## src/design/rpq_pkg.sv

```systemverilog
// Shared types and constants for the range presence qualifier.
package rpq_pkg;

    // Field widths of one ranging sample and of the configuration registers.
    localparam int DIST_W   = 16;
    localparam int STATUS_W = 8;
    localparam int TIME_W   = 32;
    localparam int HOLD_W   = 16;
    localparam int CFG_W    = 16;
    localparam int CFG_IDX_W = 1;

    // Configuration register indexes.
    localparam logic [CFG_IDX_W-1:0] CFG_MAX_DISTANCE = 1'd0;
    localparam logic [CFG_IDX_W-1:0] CFG_HOLD_TIME    = 1'd1;

    // Register values after reset.
    localparam logic [DIST_W-1:0] MAX_DISTANCE_RST = 16'd1000;
    localparam logic [HOLD_W-1:0] HOLD_TIME_RST    = 16'd2000;

    // Sensor range status codes.
    localparam logic [STATUS_W-1:0] STATUS_VALID     = 8'd0;
    localparam logic [STATUS_W-1:0] STATUS_SIGMA_BAD = 8'd4;
    localparam logic [STATUS_W-1:0] STATUS_NO_TARGET = 8'd12;

    // One accepted ranging sample.
    typedef struct packed {
        logic [DIST_W-1:0]   distance;
        logic [STATUS_W-1:0] zone_status;
        logic [TIME_W-1:0]   now_ms;
        logic                was_present;
    } t_sample;

    // One qualified decision.
    typedef struct packed {
        logic present;
        logic stuck;
    } t_decision;

endpackage

```

## src/design/rpq_if.sv

```systemverilog
// Valid/ready channel interfaces for ranging samples and decisions.
interface rpq_sample_if;
    logic                       valid;
    logic                       ready;
    logic [rpq_pkg::DIST_W-1:0]   distance;
    logic [rpq_pkg::STATUS_W-1:0] zone_status;
    logic [rpq_pkg::TIME_W-1:0]   now_ms;
    logic                       was_present;

    modport source (output valid, distance, zone_status, now_ms, was_present, input ready);
    modport sink   (input valid, distance, zone_status, now_ms, was_present, output ready);
endinterface

interface rpq_decision_if;
    logic valid;
    logic ready;
    logic present;
    logic stuck;

    modport source (output valid, present, stuck, input ready);
    modport sink   (input valid, present, stuck, output ready);
endinterface

```

## src/design/rpq_ring.sv

```systemverilog
// Ring of recent distances and the all-equal (stuck) test.
module rpq_ring #(
    parameter int STUCK_DEPTH = 10
) (
    input  logic                       i_clk,
    input  logic                       i_rst_n,
    input  logic                       i_advance,
    input  logic [rpq_pkg::DIST_W-1:0] i_distance,
    output logic                       o_stuck
);
    import rpq_pkg::*;

    localparam int SLOT_W = $clog2(STUCK_DEPTH);

    logic [DIST_W-1:0] r_ring [STUCK_DEPTH];
    logic [DIST_W-1:0] n_ring [STUCK_DEPTH];
    logic [SLOT_W-1:0] r_slot;
    logic [SLOT_W-1:0] n_slot;

    // Ring contents after this transaction's write, and the stuck test on them.
    always_comb begin
        for (int k = 0; k < STUCK_DEPTH; k++) begin
            n_ring[k] = (r_slot == SLOT_W'(k)) ? i_distance : r_ring[k];
        end
        o_stuck = 1'b1;
        for (int k = 1; k < STUCK_DEPTH; k++) begin
            if (n_ring[k] != n_ring[0]) begin
                o_stuck = 1'b0;
            end
        end
        n_slot = (r_slot == SLOT_W'(STUCK_DEPTH - 1)) ? '0 : r_slot + 1'b1;
    end

    // The ring starts all zero, so a run of zero distances reads as stuck.
    always_ff @(posedge i_clk) begin
        if (!i_rst_n) begin
            for (int k = 0; k < STUCK_DEPTH; k++) begin
                r_ring[k] <= '0;
            end
            r_slot <= '0;
        end else if (i_advance) begin
            r_ring <= n_ring;
            r_slot <= n_slot;
        end
    end

endmodule

```

## src/design/rpq_timer.sv

```systemverilog
// Presence and absence qualification with the hold timer.
module rpq_timer (
    input  logic                       i_clk,
    input  logic                       i_rst_n,
    input  logic                       i_advance,
    input  rpq_pkg::t_sample           i_sample,
    input  logic                       i_stuck,
    input  logic [rpq_pkg::DIST_W-1:0] i_max_distance,
    input  logic [rpq_pkg::HOLD_W-1:0] i_hold_time,
    output rpq_pkg::t_decision         o_decision
);
    import rpq_pkg::*;

    logic              r_armed;
    logic [TIME_W-1:0] r_start;
    logic              n_armed;
    logic [TIME_W-1:0] n_start;
    logic              w_arrive;
    logic              w_leave;
    logic              w_qual;
    logic              w_fire;
    logic [TIME_W-1:0] w_elapsed;

    // Qualifying condition for the current decision, then the hold test.
    always_comb begin
        w_arrive = (i_sample.distance <= i_max_distance)
                && (i_sample.zone_status == STATUS_VALID) && !i_stuck;
        w_leave  = (i_sample.distance >= i_max_distance)
                || (i_sample.zone_status inside {STATUS_SIGMA_BAD, STATUS_NO_TARGET})
                || i_stuck;
        w_qual   = i_sample.was_present ? w_leave : w_arrive;

        // A first qualifying sample starts the timer at its own time stamp.
        n_start   = r_armed ? r_start : i_sample.now_ms;
        w_elapsed = i_sample.now_ms - n_start;
        w_fire    = w_qual && (w_elapsed >= TIME_W'(i_hold_time));
        n_armed   = w_qual && !w_fire;

        o_decision.present = w_fire ? !i_sample.was_present : i_sample.was_present;
        o_decision.stuck   = i_stuck;
    end

    always_ff @(posedge i_clk) begin
        if (!i_rst_n) begin
            r_armed <= 1'b0;
            r_start <= '0;
        end else if (i_advance) begin
            r_armed <= n_armed;
            r_start <= n_start;
        end
    end

    // The decision only changes when the sample qualifies.
    a_flip_needs_qual: assert property (@(posedge i_clk) disable iff (!i_rst_n)
        i_advance && (o_decision.present != i_sample.was_present) |-> w_qual)
        else $error("decision changed without a qualifying sample");

    // Firing disarms the timer.
    a_fire_disarms: assert property (@(posedge i_clk) disable iff (!i_rst_n)
        i_advance && w_fire |=> !r_armed)
        else $error("timer still armed after firing");

endmodule

```

## src/design/range_presence_qualifier_core.sv

```systemverilog
// Range presence qualifier: top level with channel registers and configuration.
//
// Ranging samples arrive on i_sample (distance, zone status, millisecond time
// stamp and the caller's previous decision); one decision per sample leaves
// on o_result (present, stuck). Both channels are valid/ready.
// Configuration: i_cfg_we writes i_cfg_data into register i_cfg_idx
// (0 max_distance, 1 hold_time_ms); write only while no transaction is open.
// A sample lands in the input register at acceptance, and its decision is
// registered in the result register as it moves on. Throughput is one sample
// per cycle while o_result is ready; the ring compare and the hold-time
// subtract/compare sit between the input register and the result register, and
// ring and timer state update as each sample moves across.
// Reset clears the distance ring to zero, disarms the timer, loads the
// register defaults (1000 mm, 2000 ms) and empties both channel registers.
// When the receiver stalls the decision is held; the input register still
// takes one more sample if it was empty, after which i_sample.ready drops
// until o_result drains.
module range_presence_qualifier_core #(
    parameter int STUCK_DEPTH = 10
) (
    input  logic                          i_clk,
    input  logic                          i_rst_n,
    rpq_sample_if.sink                    i_sample,
    rpq_decision_if.source                o_result,
    input  logic                          i_cfg_we,
    input  logic [rpq_pkg::CFG_IDX_W-1:0] i_cfg_idx,
    input  logic [rpq_pkg::CFG_W-1:0]     i_cfg_data
);
    import rpq_pkg::*;

    logic              r_in_valid;
    t_sample           r_in;
    logic              r_out_valid;
    t_decision         r_out;
    logic [DIST_W-1:0] r_max_distance;
    logic [HOLD_W-1:0] r_hold_time;
    logic              w_advance;
    logic              w_stuck;
    t_decision         w_decision;

    // A sample moves on when the result register is empty or being emptied.
    assign w_advance      = r_in_valid && (!r_out_valid || o_result.ready);
    assign i_sample.ready = !r_in_valid || w_advance;
    assign o_result.valid   = r_out_valid;
    assign o_result.present = r_out.present;
    assign o_result.stuck   = r_out.stuck;

    // Configuration registers.
    always_ff @(posedge i_clk) begin
        if (!i_rst_n) begin
            r_max_distance <= MAX_DISTANCE_RST;
            r_hold_time    <= HOLD_TIME_RST;
        end else if (i_cfg_we) begin
            case (i_cfg_idx)
                CFG_MAX_DISTANCE: r_max_distance <= DIST_W'(i_cfg_data);
                CFG_HOLD_TIME:    r_hold_time    <= HOLD_W'(i_cfg_data);
                default: ;
            endcase
        end
    end

    // Input register.
    always_ff @(posedge i_clk) begin
        if (!i_rst_n) begin
            r_in_valid <= 1'b0;
        end else if (i_sample.ready) begin
            r_in_valid <= i_sample.valid;
        end
    end

    always_ff @(posedge i_clk) begin
        if (i_sample.valid && i_sample.ready) begin
            r_in.distance    <= i_sample.distance;
            r_in.zone_status <= i_sample.zone_status;
            r_in.now_ms      <= i_sample.now_ms;
            r_in.was_present <= i_sample.was_present;
        end
    end

    rpq_ring #(
        .STUCK_DEPTH (STUCK_DEPTH)
    ) u_ring (
        .i_clk      (i_clk),
        .i_rst_n    (i_rst_n),
        .i_advance  (w_advance),
        .i_distance (r_in.distance),
        .o_stuck    (w_stuck)
    );

    rpq_timer u_timer (
        .i_clk          (i_clk),
        .i_rst_n        (i_rst_n),
        .i_advance      (w_advance),
        .i_sample       (r_in),
        .i_stuck        (w_stuck),
        .i_max_distance (r_max_distance),
        .i_hold_time    (r_hold_time),
        .o_decision     (w_decision)
    );

    // Result register.
    always_ff @(posedge i_clk) begin
        if (!i_rst_n) begin
            r_out_valid <= 1'b0;
        end else if (w_advance) begin
            r_out_valid <= 1'b1;
        end else if (o_result.ready) begin
            r_out_valid <= 1'b0;
        end
    end

    always_ff @(posedge i_clk) begin
        if (w_advance) begin
            r_out <= w_decision;
        end
    end

    // An empty input register always takes a sample.
    a_empty_ready: assert property (@(posedge i_clk) disable iff (!i_rst_n)
        !r_in_valid |-> i_sample.ready)
        else $error("input stalled while the input register is empty");

    // A sample that moves on always produces a result.
    a_advance_result: assert property (@(posedge i_clk) disable iff (!i_rst_n)
        w_advance |=> r_out_valid)
        else $error("result lost after a sample moved on");

    // A held sample is not dropped.
    a_hold_sample: assert property (@(posedge i_clk) disable iff (!i_rst_n)
        r_in_valid && !w_advance |=> r_in_valid)
        else $error("stalled sample dropped");

endmodule

```

## src/flat_wrapper.sv

```systemverilog
// flat-port wrapper written by rule: the top's interface ports become plain ports
module range_presence_qualifier_core_flat import rpq_pkg::*;
#(
    parameter int STUCK_DEPTH = 10
)
  (i_clk, i_rst_n, i_cfg_we, i_cfg_idx, i_cfg_data, i_sample_valid, i_sample_distance, i_sample_zone_status, i_sample_now_ms, i_sample_was_present, i_sample_ready, o_result_valid, o_result_present, o_result_stuck, o_result_ready);
  rpq_sample_if i_sample_i ();
  rpq_decision_if o_result_i ();
  input  logic i_clk;
  input  logic i_rst_n;
  input  logic i_cfg_we;
  input  logic [rpq_pkg::CFG_IDX_W-1:0] i_cfg_idx;
  input  logic [rpq_pkg::CFG_W-1:0] i_cfg_data;
  input wire logic [$bits(i_sample_i.valid)-1:0] i_sample_valid;
  input wire logic [$bits(i_sample_i.distance)-1:0] i_sample_distance;
  input wire logic [$bits(i_sample_i.zone_status)-1:0] i_sample_zone_status;
  input wire logic [$bits(i_sample_i.now_ms)-1:0] i_sample_now_ms;
  input wire logic [$bits(i_sample_i.was_present)-1:0] i_sample_was_present;
  output wire logic [$bits(i_sample_i.ready)-1:0] i_sample_ready;
  output wire logic [$bits(o_result_i.valid)-1:0] o_result_valid;
  output wire logic [$bits(o_result_i.present)-1:0] o_result_present;
  output wire logic [$bits(o_result_i.stuck)-1:0] o_result_stuck;
  input wire logic [$bits(o_result_i.ready)-1:0] o_result_ready;
  assign i_sample_i.valid = i_sample_valid;
  assign i_sample_i.distance = i_sample_distance;
  assign i_sample_i.zone_status = i_sample_zone_status;
  assign i_sample_i.now_ms = i_sample_now_ms;
  assign i_sample_i.was_present = i_sample_was_present;
  assign i_sample_ready = i_sample_i.ready;
  assign o_result_valid = o_result_i.valid;
  assign o_result_present = o_result_i.present;
  assign o_result_stuck = o_result_i.stuck;
  assign o_result_i.ready = o_result_ready;
  range_presence_qualifier_core #(.STUCK_DEPTH(STUCK_DEPTH)) u_core (.i_clk(i_clk), .i_rst_n(i_rst_n), .i_sample(i_sample_i), .o_result(o_result_i), .i_cfg_we(i_cfg_we), .i_cfg_idx(i_cfg_idx), .i_cfg_data(i_cfg_data));
endmodule
```

## config.mk

```make
export PLATFORM = sky130hd
export DESIGN_NAME = range_presence_qualifier_core_flat
export DESIGN_NICKNAME = d
export VERILOG_FILES = /design/src/design/rpq_pkg.sv /design/src/design/rpq_if.sv /design/src/design/rpq_ring.sv /design/src/design/rpq_timer.sv /design/src/design/range_presence_qualifier_core.sv /design/src/flat_wrapper.sv
export SDC_FILE = /design/constraint.sdc
export NUM_CORES = 1
export LEC_CHECK = 0
export ABC_CLOCK_PERIOD_IN_PS = 4800
export BUFFER_PORTS_ARGS = -buffer_cell sky130_fd_sc_hd__buf_4
export CAP_MARGIN = 40
export CELL_PAD_IN_SITES_DETAIL_PLACEMENT = 0
export CELL_PAD_IN_SITES_GLOBAL_PLACEMENT = 1
export CORE_ASPECT_RATIO = 1.5
export CORE_MARGIN = 8
export CORE_UTILIZATION = 44
export CTS_BUF_LIST = sky130_fd_sc_hd__clkbuf_8
export DETAILED_ROUTE_END_ITERATION = 8
export PLACE_DENSITY = 0.84
export SLEW_MARGIN = 20
export SYNTH_ARGS = -nofsm -noshare
export SYNTH_HDL_FRONTEND = slang
export SYNTH_SLANG_ARGS = --single-unit
```

## constraint.sdc

```tcl
create_clock -name i_clk -period 4.8 [get_ports i_clk]
set_clock_uncertainty 0.2 [all_clocks]
set_input_delay 0.96 -clock i_clk [delete_from_list [all_inputs] [get_ports i_clk]]
set_output_delay 0.96 -clock i_clk [all_outputs]
set_load 0.01 [all_outputs]
```

==> results.toml, run 1 <==
[pwr]
vdd_drop_max_mv = 0.323
p_int_mw = 4.29
p_sw_share_pct = 29.2
power_frac_clock_pct = 37.2
cellLeakagePower_nw = 7.83
p_seq_share_pct = 43.5
pwr-share-comb_pct = 19.3
total_power_mw = 6.07
power_switching_mw = 1.77
p_per_area_nw_per_um2 = 299

[worst_setup_path]
cp_slowest_cell = "dfxtp_4"
crit_type = "reg -> reg"
crit_arrival_ns = 4.74
crit_path_end_kind = "flop"
rr_worst_depth = 15
cp.required_ns = 4.95
critPathMaxStageDelay_ns = 0.48
r2r_end = "u_core.o_result.present"
cp_max_fo = 21
r2r_slack_ns = 0.21
cp-start-kind = "flop"
r2r-start = "u_core.u_timer.r_armed"
critPathLaunch = "u_core.u_timer.r_armed"
crit_chain = "buf_8 > buf_12 > buf_4 > mux2i_1 > ha_1 > nand4_1 > a21oi_1 > nor2b_1 > a21oi_1 > o221ai_1 > xnor2_1 > nand4_1 > nor4_2 > nand3_1 > o2bb2ai_1"

[die]
pin_count = 83
die_y_um = 258
rows = 88
start_util_pct = 44.7
dieArea_um2 = 45800
coreArea_um2 = 38500
die_w_um = 177

[timing]
clock.fmax_ghz = 0.218
max_slew_margin_pct = 40.7
max_slew.worst_pin.slew_ns = 0.887
setup_viol = 0
slew_viol_final = 0
setup_tns_ns = 0
period_minus_slack_ns = 4.59
whs_ns = 0.262
hold_viol = 0
finalCritPeriodShare_pct = 95.6

[cts]
cts_num_sinks = 290
h-tree-depth = 2
cts_tree = "yes"
numCtsBuffers = 46
cts.root.buffer_cell = "clkbuf_8"
clkTransAtPathRegs_ns = 0.07
cts_hold_buffers = 0
clk_path_buf_depth = 3
insertion_delay_ns = 0.61

[route]
vias_per_cell = 5.90
vias = 15711
wirelength_mm = 59.8
drt-initial-drc-count = 1179
first_pass_iters = 5
drc = 0
wl_per_cell_um = 22.4
antenna_left = 0

[final_layout]
layout-area-overhead-vs-synth_pct = 18.1
final_layout_size_suffix_gt1_share_pct = 17.8
fin_util_pct = 52.7
final_nets = 2283
regArea_um2 = 6400
postLayoutCellArea_um2 = 20300
fillCellCount = 3666
multiInputGateArea_um2 = 10300

[logic_synthesis]
synthTopCellsByCount = "474 x nand2_1, 231 x dfxtp_1, 170 x a21boi_0, 122 x mux2i_1, 121 x clkbuf_1"
synthFlopType = "dfxtp_1"
yosys.cell_count.top_type = "nand2_1"
synthMuxAreaShare_pct = 8.25
synth_edf_count = 59
synthSimpleGateAreaFrac_pct = 18.8
synthArstFlopShare_pct = 0
synth_adder_area_share_pct = 4.84
synth_top_family_by_area = "compound AO/OA/AOI/OAI gates"
yosys_warnings = 0
synth-seq-cells = 290
syn_nets = 2156
ys_top_cells_by_area = "dfxtp_1 27%, nand2_1 10%, edfxtp_1 10%, a21boi_0 7.4%, mux2i_1 7.1%"
syn_avg_cell_area_um2 = 8.56
synthCells = 2011
ys_seq_area_share_pct = 37.2
synth_xor_area_share_pct = 4.33
synth_compound_area_share_pct = 21.8
synthDistinctLibCells = 90
synth_top_cell_by_area = "dfxtp_1"
synth_top_area_share_pct = 26.9
synth_area_um2 = 17200

[job]
max_cap_viol_count = 0

[placement]
dpl_cell_area_um2 = 19000
place_hpwl_mm = 44.3
port_buffers = 82
gp_congestion = 0.976

[run_status]
status = "finished clean"

[min_path]
hp-class = "reg -> reg"
hp-start = "u_core.r_max_distance[13]"
hold_path_end = "u_core.r_max_distance[13]"
whs_path_depth = 2

[global_route]
grt_overflow = 0
grt_pass1_vias = 15816
antenna_found_initial = 1
grt_max_degree = 131
grt_pass1_wl_mm = 90.0
grt_usage_pct = 25.4
-- state kept, by name, indices dropped and copies added (netlist names) --
name / flops
u_core.r_in_valid: 1
u_core.u_ring.r_ring: 160
u_core.r_hold_time: 16
u_core.r_in: 57
u_core.o_result.present: 1
u_core.u_timer.r_start: 32
u_core.o_result.valid: 1
u_core.u_ring.r_slot: 4
u_core.u_timer.r_armed: 1
u_core.r_max_distance: 16
u_core.o_result.stuck: 1
-- critical path: cells and delay by family (launching register included) --
family	cells	cell delay [ns]
XOR/XNOR	1	0.21
AND/OR/NAND/NOR	5	1.15
buffers and inverters	3	0.63
adder cells (fa/ha/maj)	1	0.28
AO/OA/AOI/OAI	4	1.06
flip-flops	1	0.48
multiplexers	1	0.30
-- metal layers --
layer	track usage, %	wire (um)	vias to the layer above
li1	-	-	7398
met1	25.9	21600	7566
met3	3.68	2900	214
met5	0	0	-
met4	18.5	4570	0
met2	46.2	30700	533
-- worst max-delay path by stage --
stage	slack (ns)	depth (start not counted)	to
2_1_floorplan	0.03	23	u_core.o_result.present
3_3_place_gp	-0.18	20	u_core.o_result.present
3_5_place_dp	-0.16	20	u_core.o_result.present
4_1_cts	0.01	20	u_core.o_result.present
5_1_grt	-0.04	19	u_core.o_result.present
6_report	0.21	15	u_core.o_result.present
-- layout make-up --
type                       instances  area share [%]
tap                              495            3.05
timing repair buffer             233            9.34
inverter                          51           0.948
clock inverter                    20           0.837
clock buffer                      57            3.86
sequential                       290            31.5
multi-input combinational       1516            50.5
antenna                            1          0.0123
-- cell families (layout without fill, tap and decap cells) --
| logic type | count (synthesis) | in the layout |
|---|---|---|
| simple gates | 717 | 717 |
| flops | 290 | 290 |
| other cells | 0 | 1 |
| mux | 139 | 139 |
| buf+inv | 205 | 361 |
| fa+ha+maj | 66 | 66 |
| compound gates | 509 | 509 |
| xor+xnor | 85 | 85 |
-- cells in the final DEF, fill, tap and decap left out, types with 16 or more instances in the layout --
master | synthesis | final
nand4_1 | 26 | 26
a21boi_0 | 170 | 169
clkbuf_8 | 0 | 57
o211ai_1 | 20 | 20
a21o_1 | 19 | 19
edfxtp_1 | 59 | 59
xor2_1 | 40 | 40
o21ai_0 | 47 | 43
o211a_1 | 47 | 47
xnor2_1 | 45 | 45
nor2_1 | 59 | 53
dfxtp_1 | 231 | 229
nor3_1 | 21 | 19
nand3_1 | 27 | 26
a21oi_1 | 69 | 61
buf_4 | 4 | 217
nand2_1 | 474 | 474
ha_1 | 65 | 62
mux2i_1 | 122 | 112
inv_1 | 50 | 61
a211oi_1 | 17 | 16
-- power groups by stage --
stage	combinational, mW	clock [mW]	sequential, mW
finish	1.17	2.26	2.64
detailed placement	1.11	0	2.69
global route	1.25	2.41	2.65
floorplan	0.704	0	2.65
global placement	1.10	0	2.69
CTS	1.12	2.33	2.64
-- stage by stage --
step           worst slack, ns  std cells
2_1_floorplan           0.0327       2011
3_3_place_gp            -0.176       2570
3_5_place_dp            -0.164       2578
4_1_cts                 0.0107       2655
5_1_grt                -0.0382       2663
6_report                 0.213       2663
-- timing repair --
item,CTS,global route
resized for setup,6,48
setup buffers,0,6
cloned,0,0
endpoints found under the setup margin,2,2
pin swaps,0,19
hold endpoints to repair,0,0
No activity file was read; power rests on OpenSTA's default activity.
==> inputs of run 2 (changes only) <==
Settings changed: CELL_PAD_IN_SITES_DETAIL_PLACEMENT 0 to 2, CELL_PAD_IN_SITES_GLOBAL_PLACEMENT 1 to 2, CORE_UTILIZATION 44 to 36, PLACE_DENSITY 0.84 to 0.85, RECOVER_POWER set to 100, SKIP_CTS_REPAIR_TIMING set to 1.
==> run 2 against run 1 <==
The run now ends with max-capacitance violations, max-slew violations, negative setup slack left. Worst hold slack better by 0.0074 ns. Sequential power barely moved. Die area increased by 20%. Critical path type unchanged. Register-to-register slack worse by 0.46 ns. Combinational power rose by 12%. Cell area up 1.8%. Routed wire length rose by 33%. Critical path depth rose by 6. Non-clock buffer count up 7.
==> results.toml, run 2 (synthesis gave the netlist of run 1 again) <==
[global_route]
grt_overflow = 0
grt_pass1_vias = 18623
grt_pass1_wl_mm = 114
grt_max_degree = 110
antenna_found_initial = 1
grt_usage_pct = 26.5

[die]
coreArea_um2 = 47500
start_util_pct = 36.3
pin_count = 83
die_y_um = 284
dieArea_um2 = 55200
die_w_um = 195
rows = 98

[route]
drc = 0
drt-initial-drc-count = 815
wl_per_cell_um = 28.4
vias = 16747
first_pass_iters = 5
wirelength_mm = 79.3
vias_per_cell = 6.00
antenna_left = 0

[timing]
finalCritPeriodShare_pct = 105
whs_ns = 0.269
hold_viol = 0
setup_viol = 2
period_minus_slack_ns = 5.05
clock.fmax_ghz = 0.198
max_slew.worst_pin.slew_ns = 3.00
worst_slack_ns = -0.247
slew_viol_final = 330
rsz0062_at_grt = "true"
max_slew_margin_pct = -99.9

[cts]
h-tree-depth = 2
clkTransAtPathRegs_ns = 0.07
clk_path_buf_depth = 3
cts_num_sinks = 290
numCtsBuffers = 50
insertion_delay_ns = 0.65
cts_tree = "yes"
cts.root.buffer_cell = "clkbuf_8"

[final_layout]
largest_reg_flops = 160
reg_top3 = "u_core.u_ring.r_ring (160), u_core.r_in (57), u_core.u_timer.r_start (32)"
layout-area-overhead-vs-synth_pct = 20.2
final_nets = 2294
final_layout_size_suffix_gt1_share_pct = 17.9
fillCellCount = 5153
postLayoutCellArea_um2 = 20700
final_common_cell = "nand2_1"
final_cell_mix = "473 x nand2_1, 230 x dfxtp_1, 169 x a21boi_0"
instances_no_fill = 2789
regMostFlops = "u_core.u_ring.r_ring"

[pwr]
power_switching_mw = 2.04
p_int_mw = 4.40
p_per_area_nw_per_um2 = 311
power_frac_clock_pct = 38.4
p_seq_share_pct = 41.2
p_sw_share_pct = 31.7
cellLeakagePower_nw = 7.86
pwr-share-comb_pct = 20.4
vdd_drop_max_mv = 0.239

[worst_setup_path]
r2r_slack_ns = -0.25
crit_path_end_kind = "flop"
r2r-start = "u_core.u_timer.r_armed"
cpMostUsedCell = "nand3_1"
crit_chain = "buf_12 > buf_12 > mux2i_4 > ha_4 > a21o_1 > a31o_4 > nor2_4 > o21ai_2 > a21o_1 > a21oi_2 > xnor2_2 > ha_1 > a21oi_2 > nand3_1 > nor4_2 > nand3_1 > nor3_2 > nand4_1 > nor4_4 > nand3_1 > o2bb2ai_1"
cp_max_fo = 7
critPathMaxStageDelay_ns = 0.39
cp-start-kind = "flop"
cp_slowest_cell = "dfxtp_4"
critPathLaunch = "u_core.u_timer.r_armed"
cp.required_ns = 4.95
rr_worst_depth = 21
r2r_end = "u_core.o_result.present"
crit_arrival_ns = 5.20
crit_type = "reg -> reg"

[run_status]
status = "finished with violations"
failed_checks = "max-capacitance violations, max-slew violations, negative setup slack"

[placement]
port_buffers = 82
dpl_cell_area_um2 = 19300
place_hpwl_mm = 56.0
dp.cells = 2690
gp_congestion = 0.932

[min_path]
hold_path_end = "u_core.r_max_distance[14]"
hp-class = "reg -> reg"
hp-start = "u_core.r_max_distance[14]"
whs_path_depth = 2

[job]
max_cap_viol_count = 5
## run 2: changes by cell type in the layout (fill, tap and decap cells not counted), moves of 3 or more
cell      delta
buf_4       -66
clkbuf_4    +51
inv_1        +4
clkbuf_8     +7
mux2i_4      +4
clkbuf_1    +20
ha_1         -3
buf_12       +5
buf_8        -3
## run 2: final cells by class
class | count | area (um2) | area share (%)
multi-input combinational | 1516 | 10400 | 50.2
clock inverter | 27 | 188 | 0.907
antenna | 1 | 2.50 | 0.0121
timing repair buffer | 240 | 1880 | 9.11
inverter | 51 | 193 | 0.932
sequential | 290 | 6400 | 30.9
tap | 600 | 751 | 3.63
clock buffer | 64 | 881 | 4.26
## run 2: worst max-delay path by stage
| stage | endpoint | cells after the start |
|---|---|---|
| 3_5_place_dp | u_core.o_result.present | 22 |
| 3_3_place_gp | u_core.o_result.present | 22 |
| 4_1_cts | u_core.o_result.present | 22 |
| 6_report | u_core.o_result.present | 21 |
| 5_1_grt | u_core.o_result.present | 23 |
| 2_1_floorplan | u_core.o_result.present | 23 |
## run 2: per-stage QoR
stage	setup TNS [ns]	utilization [%]	setup slack (ns)	total power, mW
after detailed placement	-0.958	40.6	-0.523	3.89
after CTS	-1.09	42.8	-0.572	6.38
after global placement	-0.135	40.4	-0.128	3.82
final	-0.473	43.6	-0.247	6.44
after global routing	-0.754	43.6	-0.386	6.65
after floorplan	0	-	0.0327	3.36
## run 2: worst max-delay path, delay by kind of cell, from the launching register on
family	cells	cell delay [ns]
buf+inv	2	0.31
mux	1	0.30
xor+xnor	1	0.10
simple gates	8	1.49
flops	1	0.39
fa+ha+maj	2	0.62
compound gates	7	1.34
## run 2: power groups by stage
| stage | Sequential (mW) | Combinational (mW) | Clock (mW) |
|---|---|---|---|
| 2_1_floorplan | 2.65 | 0.704 | 0 |
| 3_3_place_gp | 2.68 | 1.14 | 0 |
| 3_5_place_dp | 2.69 | 1.19 | 0 |
| 4_1_cts | 2.64 | 1.21 | 2.53 |
| 5_1_grt | 2.66 | 1.38 | 2.62 |
| 6_report | 2.65 | 1.31 | 2.48 |
## run 2: routing by layer
layer | share of wire (%) | global-route usage [%] | up-vias
met5 | 0 | 0 | -
met4 | 8.7 | 19.7 | 0
met3 | 3.8 | 3.20 | 324
met2 | 53 | 50.3 | 585
met1 | 34 | 26.0 | 8424
li1 | - | - | 7414
